`src/design/alpha_layer_composite_to_palette_assert.svh`:
```
// ---------------------------------------------------------------------------
// Alpha layer compositor assertion macros
// Shared property forms for the compositor checks.
// ---------------------------------------------------------------------------
`ifndef ALPHA_LAYER_COMPOSITE_TO_PALETTE_ASSERT_SVH
`define ALPHA_LAYER_COMPOSITE_TO_PALETTE_ASSERT_SVH

// The condition implies the consequence in the same cycle.
`define ALC_ASSERT_SAME(label, clk, rst_n, pre, post) \
    label: assert property (@(posedge clk) disable iff (!rst_n) (pre) |-> (post)) \
        else $error("compositor check failed in the same cycle");

// The condition implies the consequence in the next cycle.
`define ALC_ASSERT_NEXT(label, clk, rst_n, pre, post) \
    label: assert property (@(posedge clk) disable iff (!rst_n) (pre) |=> (post)) \
        else $error("compositor check failed in the next cycle");

`endif

```
`src/design/alc_pkg.sv`:
```
// ---------------------------------------------------------------------------
// Alpha layer compositor package
// Command and status types, operand selects and palette constants.
// ---------------------------------------------------------------------------
package alc_pkg;

    typedef enum logic [1:0] {
        SEL_RED   = 2'd0,
        SEL_GREEN = 2'd1,
        SEL_BLUE  = 2'd2,
        SEL_TRANS = 2'd3
    } chan_sel_t;

    typedef struct packed {
        logic      capture;
        logic      issue;
        chan_sel_t sel;
        logic      load_out;
    } cmd_t;

    typedef struct packed {
        logic live;
    } status_t;

    localparam logic [2:0] ISSUE_COUNT = 3'd4;
    localparam logic [2:0] STEP_LAST   = 3'd6;

    localparam logic [7:0]  ALPHA_MAX    = 8'd255;
    localparam logic [14:0] CUTOFF_SCALE = 15'd30000;

    localparam logic [7:0] LVL_TOP = 8'd255;
    localparam logic [7:0] LVL_4   = 8'd215;
    localparam logic [7:0] LVL_3   = 8'd175;
    localparam logic [7:0] LVL_2   = 8'd135;
    localparam logic [7:0] LVL_1   = 8'd95;

    localparam logic [7:0] CUBE_BASE = 8'd16;
    localparam logic [7:0] CUBE_R    = 8'd36;
    localparam logic [7:0] CUBE_G    = 8'd6;

    function automatic logic [2:0] level_of(input logic [7:0] v);
        logic [2:0] lvl;
        if (v == LVL_TOP)
            lvl = 3'd5;
        else if (v >= LVL_4)
            lvl = 3'd4;
        else if (v >= LVL_3)
            lvl = 3'd3;
        else if (v >= LVL_2)
            lvl = 3'd2;
        else if (v >= LVL_1)
            lvl = 3'd1;
        else
            lvl = 3'd0;
        return lvl;
    endfunction

endpackage

```
`src/design/alc_controller.sv`:
```
// ---------------------------------------------------------------------------
// Alpha layer compositor controller
// Sequences the four shared products of a layer and the result hand-off.
// ---------------------------------------------------------------------------
module alc_controller
(
    input  logic            clk,
    input  logic            rst_n,
    input  logic            in_valid,
    output logic            in_stall,
    input  logic            last_layer,
    output logic            out_valid,
    input  logic            out_stall,
    input  alc_pkg::status_t status,
    output alc_pkg::cmd_t   cmd
);

    typedef enum logic [1:0] {
        S_IDLE,
        S_RUN,
        S_EMIT
    } state_t;

    state_t     state_reg;
    state_t     state_next;
    logic [2:0] step_reg;
    logic [2:0] step_next;
    logic       last_reg;
    logic       last_next;
    logic       out_valid_reg;
    logic       out_valid_next;

    always_comb
    begin
        state_next   = state_reg;
        step_next    = step_reg;
        last_next    = last_reg;
        cmd.capture  = 1'b0;
        cmd.issue    = 1'b0;
        cmd.sel      = alc_pkg::SEL_RED;
        cmd.load_out = 1'b0;
        case (state_reg)
            S_IDLE:
            begin
                if (in_valid)
                begin
                    cmd.capture = 1'b1;
                    last_next   = last_layer;
                    if (status.live)
                    begin
                        state_next = S_RUN;
                        step_next  = 3'd0;
                    end
                    else if (last_layer)
                    begin
                        state_next = S_EMIT;
                    end
                end
            end
            S_RUN:
            begin
                cmd.issue = (step_reg < alc_pkg::ISSUE_COUNT);
                cmd.sel   = alc_pkg::chan_sel_t'(step_reg[1:0]);
                step_next = step_reg + 3'd1;
                if (step_reg == alc_pkg::STEP_LAST)
                    state_next = last_reg ? S_EMIT : S_IDLE;
            end
            S_EMIT:
            begin
                if (!out_valid_reg || !out_stall)
                begin
                    cmd.load_out = 1'b1;
                    state_next   = S_IDLE;
                end
            end
            default:
            begin
                state_next = S_IDLE;
            end
        endcase

        if (cmd.load_out)
            out_valid_next = 1'b1;
        else if (!out_stall)
            out_valid_next = 1'b0;
        else
            out_valid_next = out_valid_reg;
    end

    always_ff @(posedge clk or negedge rst_n)
    begin
        if (!rst_n)
        begin
            state_reg     <= S_IDLE;
            step_reg      <= 3'd0;
            last_reg      <= 1'b0;
            out_valid_reg <= 1'b0;
        end
        else
        begin
            state_reg     <= state_next;
            step_reg      <= step_next;
            last_reg      <= last_next;
            out_valid_reg <= out_valid_next;
        end
    end

    assign in_stall  = (state_reg != S_IDLE);
    assign out_valid = out_valid_reg;

endmodule

```
`src/design/alc_datapath.sv`:
```
// ---------------------------------------------------------------------------
// Alpha layer compositor datapath
// Shared multiplier, divide by 255, sums, transmittance, palette.
// ---------------------------------------------------------------------------
module alc_datapath
#(
    parameter int FRAC_BITS = 16
)
(
    input  logic             clk,
    input  logic             rst_n,
    input  logic [7:0]       red,
    input  logic [7:0]       green,
    input  logic [7:0]       blue,
    input  logic [7:0]       alpha,
    input  alc_pkg::cmd_t    cmd,
    output alc_pkg::status_t status,
    output logic [7:0]       palette_index
);

    localparam int TW    = FRAC_BITS + 1;
    localparam int SW    = FRAC_BITS + 8;
    localparam int PW    = 16 + TW;
    localparam int NTERM = (PW + 7) / 8;
    localparam int CW    = TW + 15;

    localparam logic [TW-1:0] T_ONE   = TW'(1) << FRAC_BITS;
    localparam logic [SW:0]   SUM_MAX = (SW + 1)'(255) << FRAC_BITS;

    logic [15:0]         prod_r_reg;
    logic [15:0]         prod_g_reg;
    logic [15:0]         prod_b_reg;
    logic [7:0]          clear_reg;

    logic [SW-1:0]       red_sum_reg;
    logic [SW-1:0]       red_sum_next;
    logic [SW-1:0]       green_sum_reg;
    logic [SW-1:0]       green_sum_next;
    logic [SW-1:0]       blue_sum_reg;
    logic [SW-1:0]       blue_sum_next;
    logic [TW-1:0]       trans_reg;
    logic [TW-1:0]       trans_next;

    logic [15:0]         opnd;
    logic [PW-1:0]       mul_reg;
    logic [PW-1:0]       mul_q_reg;
    logic [PW-1:0]       qest_sum;
    logic [PW-1:0]       qest_reg;
    logic [PW-1:0]       rem_full;
    logic [11:0]         rem;
    logic [11:0]         corr;
    logic [PW-1:0]       quot_full;
    logic [SW-1:0]       quot_reg;

    logic                v1_reg;
    logic                v2_reg;
    logic                v3_reg;
    alc_pkg::chan_sel_t  sel1_reg;
    alc_pkg::chan_sel_t  sel2_reg;
    alc_pkg::chan_sel_t  sel3_reg;

    logic [CW-1:0]       cut_prod;
    logic [2:0]          lvl_r;
    logic [2:0]          lvl_g;
    logic [2:0]          lvl_b;
    logic [7:0]          index_next;
    logic [7:0]          palette_index_reg;

    function automatic logic [SW-1:0] sat_add(input logic [SW-1:0] s,
                                              input logic [SW-1:0] q);
        logic [SW:0] t;
        t = {1'b0, s} + {1'b0, q};
        return (t > SUM_MAX) ? SUM_MAX[SW-1:0] : t[SW-1:0];
    endfunction

    assign cut_prod    = CW'(trans_reg) * CW'(alc_pkg::CUTOFF_SCALE);
    assign status.live = (cut_prod > CW'(T_ONE));

    always_comb
    begin
        case (cmd.sel)
            alc_pkg::SEL_RED:   opnd = prod_r_reg;
            alc_pkg::SEL_GREEN: opnd = prod_g_reg;
            alc_pkg::SEL_BLUE:  opnd = prod_b_reg;
            alc_pkg::SEL_TRANS: opnd = {8'd0, clear_reg};
            default:            opnd = prod_r_reg;
        endcase
    end

    always_comb
    begin
        qest_sum = '0;
        for (int i = 1; i <= NTERM; i++)
            qest_sum = qest_sum + (mul_reg >> (8 * i));
    end

    assign rem_full  = mul_q_reg - (qest_reg << 8) + qest_reg;
    assign rem       = rem_full[11:0];
    assign corr      = (rem + 12'd1 + (rem >> 8)) >> 8;
    assign quot_full = qest_reg + PW'(corr);

    always_comb
    begin
        red_sum_next   = red_sum_reg;
        green_sum_next = green_sum_reg;
        blue_sum_next  = blue_sum_reg;
        trans_next     = trans_reg;
        if (cmd.load_out)
        begin
            red_sum_next   = '0;
            green_sum_next = '0;
            blue_sum_next  = '0;
            trans_next     = T_ONE;
        end
        else if (v3_reg)
        begin
            case (sel3_reg)
                alc_pkg::SEL_RED:   red_sum_next   = sat_add(red_sum_reg, quot_reg);
                alc_pkg::SEL_GREEN: green_sum_next = sat_add(green_sum_reg, quot_reg);
                alc_pkg::SEL_BLUE:  blue_sum_next  = sat_add(blue_sum_reg, quot_reg);
                alc_pkg::SEL_TRANS: trans_next     = quot_reg[TW-1:0];
                default:            trans_next     = trans_reg;
            endcase
        end
    end

    assign lvl_r      = alc_pkg::level_of(red_sum_reg[SW-1:FRAC_BITS]);
    assign lvl_g      = alc_pkg::level_of(green_sum_reg[SW-1:FRAC_BITS]);
    assign lvl_b      = alc_pkg::level_of(blue_sum_reg[SW-1:FRAC_BITS]);
    assign index_next = alc_pkg::CUBE_BASE + alc_pkg::CUBE_R * {5'd0, lvl_r}
                        + alc_pkg::CUBE_G * {5'd0, lvl_g} + {5'd0, lvl_b};

    always_ff @(posedge clk or negedge rst_n)
    begin
        if (!rst_n)
        begin
            red_sum_reg   <= '0;
            green_sum_reg <= '0;
            blue_sum_reg  <= '0;
            trans_reg     <= T_ONE;
            v1_reg        <= 1'b0;
            v2_reg        <= 1'b0;
            v3_reg        <= 1'b0;
            sel1_reg      <= alc_pkg::SEL_RED;
            sel2_reg      <= alc_pkg::SEL_RED;
            sel3_reg      <= alc_pkg::SEL_RED;
        end
        else
        begin
            red_sum_reg   <= red_sum_next;
            green_sum_reg <= green_sum_next;
            blue_sum_reg  <= blue_sum_next;
            trans_reg     <= trans_next;
            v1_reg        <= cmd.issue;
            v2_reg        <= v1_reg;
            v3_reg        <= v2_reg;
            sel1_reg      <= cmd.sel;
            sel2_reg      <= sel1_reg;
            sel3_reg      <= sel2_reg;
        end
    end

    always_ff @(posedge clk)
    begin
        if (cmd.capture)
        begin
            prod_r_reg <= red * alpha;
            prod_g_reg <= green * alpha;
            prod_b_reg <= blue * alpha;
            clear_reg  <= alc_pkg::ALPHA_MAX - alpha;
        end
        mul_reg   <= PW'(opnd) * PW'(trans_reg);
        mul_q_reg <= mul_reg;
        qest_reg  <= qest_sum;
        quot_reg  <= quot_full[SW-1:0];
        if (cmd.load_out)
            palette_index_reg <= index_next;
    end

    assign palette_index = palette_index_reg;

endmodule

```
`src/design/alpha_layer_composite_to_palette.sv`:
```
// ---------------------------------------------------------------------------
// Alpha layer compositor to 256-color palette
// Front-to-back RGBA compositing of one cell's layers into a cube index.
// ---------------------------------------------------------------------------
//  Channel  Handshake              Payload
//  in       in_valid / in_stall    red, green, blue, alpha, last_layer
//  out      out_valid / out_stall  palette_index
//
// A contributing layer stalls the input until its four products, which share
// one multiplier and each pass a divide by 255, are summed. A layer past the
// transmittance cutoff stalls nothing unless it is its cell's last. The last
// layer of a cell then passes an emit state that loads the output register.
// Reset clears the sums, sets transmittance to one and empties the output.
// A stalled output only holds the block once the next result is ready.
// ---------------------------------------------------------------------------
`include "alpha_layer_composite_to_palette_assert.svh"

module alpha_layer_composite_to_palette
#(
    parameter int FRAC_BITS = 16
)
(
    input  logic       clk,
    input  logic       rst_n,
    input  logic       in_valid,
    output logic       in_stall,
    input  logic [7:0] red,
    input  logic [7:0] green,
    input  logic [7:0] blue,
    input  logic [7:0] alpha,
    input  logic       last_layer,
    output logic       out_valid,
    input  logic       out_stall,
    output logic [7:0] palette_index
);

    alc_pkg::cmd_t    cmd;
    alc_pkg::status_t status;

    alc_controller u_ctrl
    (
        .clk        (clk),
        .rst_n      (rst_n),
        .in_valid   (in_valid),
        .in_stall   (in_stall),
        .last_layer (last_layer),
        .out_valid  (out_valid),
        .out_stall  (out_stall),
        .status     (status),
        .cmd        (cmd)
    );

    alc_datapath #(
        .FRAC_BITS (FRAC_BITS)
    ) u_dp
    (
        .clk           (clk),
        .rst_n         (rst_n),
        .red           (red),
        .green         (green),
        .blue          (blue),
        .alpha         (alpha),
        .cmd           (cmd),
        .status        (status),
        .palette_index (palette_index)
    );

    `ALC_ASSERT_NEXT(a_load_shows_result, clk, rst_n, cmd.load_out, out_valid)
    `ALC_ASSERT_SAME(a_issue_holds_input, clk, rst_n, cmd.issue, in_stall)
    `ALC_ASSERT_SAME(a_load_not_while_idle, clk, rst_n, cmd.load_out, in_stall && !cmd.capture)
    `ALC_ASSERT_NEXT(a_live_capture_busy, clk, rst_n, cmd.capture && status.live, in_stall)

endmodule
```
`config.mk`:
```
export PLATFORM = sky130hd
export DESIGN_NAME = alpha_layer_composite_to_palette
export DESIGN_NICKNAME = d
export VERILOG_FILES = /design/src/design/alc_pkg.sv /design/src/design/alc_controller.sv /design/src/design/alc_datapath.sv /design/src/design/alpha_layer_composite_to_palette.sv
export VERILOG_INCLUDE_DIRS = /design/src /design/src/design
export SDC_FILE = /design/constraint.sdc
export NUM_CORES = 2
export LEC_CHECK = 0
export ABC_AREA = 1
export BUFFER_PORTS_ARGS = -buffer_cell sky130_fd_sc_hd__buf_4
export CAP_MARGIN = 20
export CORE_MARGIN = 1.5
export CORE_UTILIZATION = 25
export CTS_CLUSTER_SIZE = 20
export DETAILED_ROUTE_END_ITERATION = 8
export PLACE_DENSITY = 0.36
export SLEW_MARGIN = 0
export SYNTH_ARGS = -nofsm -noshare
export SYNTH_HDL_FRONTEND = slang
export SYNTH_SLANG_ARGS = --single-unit
```
`constraint.sdc`:
```
create_clock -name clk -period 18.7 [get_ports clk]
set_input_delay 5.61 -clock clk [delete_from_list [all_inputs] [get_ports clk]]
set_output_delay 5.61 -clock clk [all_outputs]
set_load 0.05 [all_outputs]
```
; ---- Yosys cells after proc, flatten, opt, wreduce, memory -nomap -nowiden
; Index checks and enable logic that the tools add are counted.
[word_totals]
ff_bits = 262
out_inout_bits = 10
in_bits = 37
elab_cells = 149
[classes]
order_cmp = 17
mux = 48
mul = 7
reduce_logical = 20
addsub = 16
n_eq_ne = 18
[ops]
columns = operator, count
row1 = 24-bit 2-to-1 mux, 12
row2 = 24-bit by 24-bit adder with 25-bit output, 3
row3 = 25-bit by 24-bit > comparator with 1-bit output (second input constant), 3
row4 = 8-bit greater-or-equal comparator (second input constant), 9
row5 = 16-bit case mux with 4 select lines, 1
row6 = 17-bit 2-to-1 mux, 3
row7 = 8-bit by 8-bit multiplier with 16-bit output, 3
row8 = 3-bit 2-to-1 mux, 15
row9 = 16-bit by 17-bit multiplier with 33-bit output, 1
row10 = 32-bit by 17-bit > comparator with 1-bit output (second input constant), 1
row11 = 17-bit by 11-bit multiplier with 28-bit output (second input constant), 1
row12 = 24-bit by 1-bit adder with 24-bit output, 1
row13 = 24-bit by 17-bit adder with 24-bit output, 1
row14 = 24-bit by 4-bit adder with 24-bit output, 1
row15 = 24-bit by 9-bit adder with 24-bit output, 1
row16 = 8-bit equality test (second input constant), 3
row17 = 8-bit by 7-bit greater-or-equal comparator with 1-bit output (second input constant), 3
row18 = 2-bit nonzero test, 7
row19 = 12-bit by 1-bit adder with 12-bit output (second input constant), 1
row20 = 12-bit adder, 1
row21 = 12-bit by 4-bit adder with 12-bit output, 1
row22 = 2-bit 2-to-1 mux, 6
row23 = 12-bit subtractor, 1
row24 = 2-bit equality test (second input constant), 5
row25 = other kinds (22), 42

; ---- Longest topological paths before layout
[logic_depth]
depth_word = 10
ltp_mapped = 35
ltp_nobuf = 33

; ---- Cells and area by module
; From an unflattened synthesis, not the netlist that was laid out.
[hier_totals]
cells_unflattened = 4805
area_unflattened_um2 = 36226.0
[by_module_without_submodules]
columns = mod, area_per_inst_um2, seq_area_each_um2, cells_per_inst, instances
row1 = alc_datapath, 35804.3, 6237.2, 4745, 1
row2 = alc_controller, 421.7, 175.2, 60, 1

; ---- Worst setup path after synthesis
; No wires, ideal clock.
[synth_path]
path_type = input to register
from = input port alpha[4]
to = register u_dp.prod_r_reg[15] (data pin)
slack_ps = 8753
path_stages = 22
setup_ps = 252
n_path_buf = 2
t_required_ps = 18448
t_arrival_ps = 9695
path_cell_list = clkbuf_1 > clkbuf_1 > nand2_1 > inv_1 > fa_1 > fa_1 > inv_1 > fa_1 > fa_1 > inv_1 > ha_1 > nand2_1 > o21ai_0 > a21oi_1 > o21ai_0 > a21oi_1 > o21ai_0 > nand2_1 > nand2_1 > a21oi_1 > nand2_1 > nand2_1
[synth_between]
elab_chain_cells = 1
[synth_lines]
columns = element, line
row1 = start: declaration, alpha_layer_composite_to_palette.sv:30  ; input logic [7:0] alpha,
row2 = 8-bit by 8-bit multiplier with 16-bit output, alc_datapath.sv:167  ; prod_r_reg <= red * alpha;
row3 = end signal: assignment, alc_datapath.sv:167
row4 = end: declaration, alc_datapath.sv:30  ; logic [15:0] prod_r_reg;
; Every way passes these cells.
; A chain may end at the register's enable or synchronous reset.

; ---- Final worst setup path
; Ends and elaborated chain as after synthesis.

==> flow_summary.ini <==
[clocking]
htreeDepth = 2
clkSinkCount = 262
clkSlewWorstSetupHoldPaths_ps = 60
cts_setup_buffers = 0
cts_tree = yes
root_buffer = clkbuf_16
clk_latency_ps = 600
ctsHoldBuffers = 0
clk_path_buf_depth = 3
numCtsBuffers = 37
post_cts_resized = 0

[timing]
fin_skew_ps = 31.1
setup_ws_ps = 9140
fin_tns_setup_ps = 0
drv_slew = 0
fin_crit_ps = 9560
max_freq_mhz = 105
finalHoldViolCount = 0
fin_hold_ws_ps = 325
rsz0062_at_grt = false
relSlewSlack_pct = 37.8
post-route-period-util_pct = 51.1
worstMarginPinSlew_ps = 932
setup_viol = 0

[synth]
synth.area.top_cells = fa_1, ha_1, nand2_1
ys.warnings.count = 0
yosysSeqAreaShare_pct = 18.1
yosys.area.top_type = fa_1
synth-main-ff-cell = dfrtp_1
synth_edf_count = 64
synth_area_um2 = 35500
async_flop_share_pct = 40.1
synth_fp_nets = 5391
synthTopCellsByCount = nand2_1, inv_1, ha_1, fa_1, nor2_1
synth_seq_cells = 262
synth_area_per_cell_um2 = 7.84
synth_top_cell_area_share_pct = 22.7
netlist-cell-type-count = 68
synthCells = 4524
yosysMostFrequentCell = nand2_1

[routing]
vias = 27700
dr.pass1.iters = 5
drt-wirelength-per-cell_um = 16.6
drtIter0Drc = 1167
ant_nets = 0
drt_wl_total_um = 107000
vias_per_cell = 4.30
drc = 0

[global_route]
grt_use_met2_pct = 26.9
grt_use_total_pct = 15.2
met1_usage_pct = 19.9
grt.met3_usage_pct = 1.64
busiest_layer = met2
grt_pass1_vias = 29400
grt_start_max_net_pins = 59
overflow = 0
antenna_found_initial = 0
grt_pass1_wl_um = 171000

[placement]
hpwlAfterDp_um = 87100
io_buffers = 46
place_ws_ps = 8510
finalWeightedCongestion = 0.816

[floorplan]
rows = 138
dieArea_um2 = 144000
die_width_um = 380
start_util_pct = 25.1
die_h_um = 380
coreArea_um2 = 141000
ioPinCount = 47

[worst_setup_path]
cpMaxStageDelayCell = fa_1
path_common_cell = nand2_1
crit_arrival_ps = 9900
path_cells = buf_4 -> nand2_1 -> inv_1 -> fa_1 -> fa_1 -> inv_1 -> fa_1 -> fa_1 -> inv_1 -> ha_1 -> nand2_1 -> o21ai_0 -> a21oi_1 -> o21ai_0 -> a21oi_1 -> o21ai_0 -> nand2_1 -> nand2_1 -> a21oi_1 -> nand2_1 -> nand2_1
cp_max_fo = 25
critPathLaunchType = primary input
end_kind = flop
cp.required_ps = 19040
slowest_delay_ps = 540
critPathKind = primary input to flop

[finish]
drive_gt1_share_pct = 5.68
layout.nets = 5399
largest_reg_flops = 33
syn_to_final_growth_pct = 10.3
utilization_pct = 27.7

[job]
drv_cap = 0

[min_path]
hold_class = flop to flop

[status]
status = completed
logic make-up (layout without fill, tap and decap cells):
kind of cell,after synthesis,in the layout,synth area share [%]
AO/OA/AOI/OAI,485,485,8.27
other,0,1,0
flip-flops,262,262,18.1
AND/OR/NAND/NOR,1726,1726,20.4
adder cells (fa/ha/maj),830,830,37.8
buffers and inverters,1061,1095,11.5
XOR/XNOR,160,160,3.97
area by class of cell:
cell class | instances | area (µm²)
timing repair buffer | 71 | 537
fill | 15600 | 102000
sequential | 262 | 6410
inverter | 959 | 3600
clock inverter | 18 | 199
antenna | 1 | 2.50
clock buffer | 47 | 1000
multi-input combinational | 3201 | 25000
tap | 1890 | 2360
per-layer routing:
| layer | up-vias | wire length, µm | share of wire [%] |
|---|---|---|---|
| li1 | 14000 | - | - |
| met1 | 13400 | 49800 | 46 |
| met2 | 269 | 53100 | 49 |
| met3 | 91 | 2670 | 2.5 |
| met4 | 0 | 1790 | 1.7 |
| met5 | - | 0 | 0 |
placed cells by master (no fill, tap or decap), types with 17 or more instances in the layout:
| cell | netlist | routed |
|---|---|---|
| nand3_1 | 167 | 167 |
| fa_1 | 402 | 402 |
| xor2_1 | 97 | 97 |
| dfxtp_1 | 93 | 93 |
| a21oi_1 | 193 | 193 |
| o21ai_0 | 125 | 122 |
| dfrtp_1 | 104 | 104 |
| o21ai_1 | 14 | 17 |
| nor3_1 | 27 | 27 |
| edfxtp_1 | 64 | 64 |
| nor2_2 | 16 | 17 |
| clkbuf_16 | 0 | 37 |
| nand4_1 | 37 | 37 |
| nor2_1 | 337 | 335 |
| ha_1 | 428 | 428 |
| inv_1 | 943 | 943 |
| nand3b_1 | 26 | 26 |
| xnor2_1 | 62 | 62 |
| nand2_1 | 1050 | 1050 |
| o21ai_2 | 37 | 37 |
| buf_4 | 6 | 70 |
final timing paths:
kind | startpoint | end | slack, ps | depth (start not counted)
setup reg to reg | u_ctrl.state_reg[0] | u_dp.mul_reg[24] | 10040 | 28
min in group asynchronous | rst_n | u_dp.blue_sum_reg[16] | 5090 | 1
setup / recovery | alpha[4] | u_dp.prod_r_reg[15] | 9140 | 21
max in group asynchronous | rst_n | u_dp.red_sum_reg[5] | 12260 | 2
hold reg to reg | u_dp.mul_reg[2] | u_dp.mul_q_reg[2] | 320 | 0
hold / removal | u_dp.mul_reg[2] | u_dp.mul_q_reg[2] | 320 | 0
metrics by stage:
stage               cells  area (µm²)
finish               6449       39100
global route         6448       39100
CTS                  6447       39100
detailed placement   6382       37900
global placement     6382       37900
floorplan            4524       35500
critical path: cells and delay by family:
| kind | cells | cell delay (ps) |
|---|---|---|
| and+or+nand+nor | 6 | 420 |
| buffers and inverters | 4 | 360 |
| adders and majority gates | 5 | 2310 |
| AOI/OAI and AO/OA | 6 | 1160 |
Power is left out: the tool's default activity adds up to more than one toggle a clock period on the data nets, which glitch-free logic cannot reach.
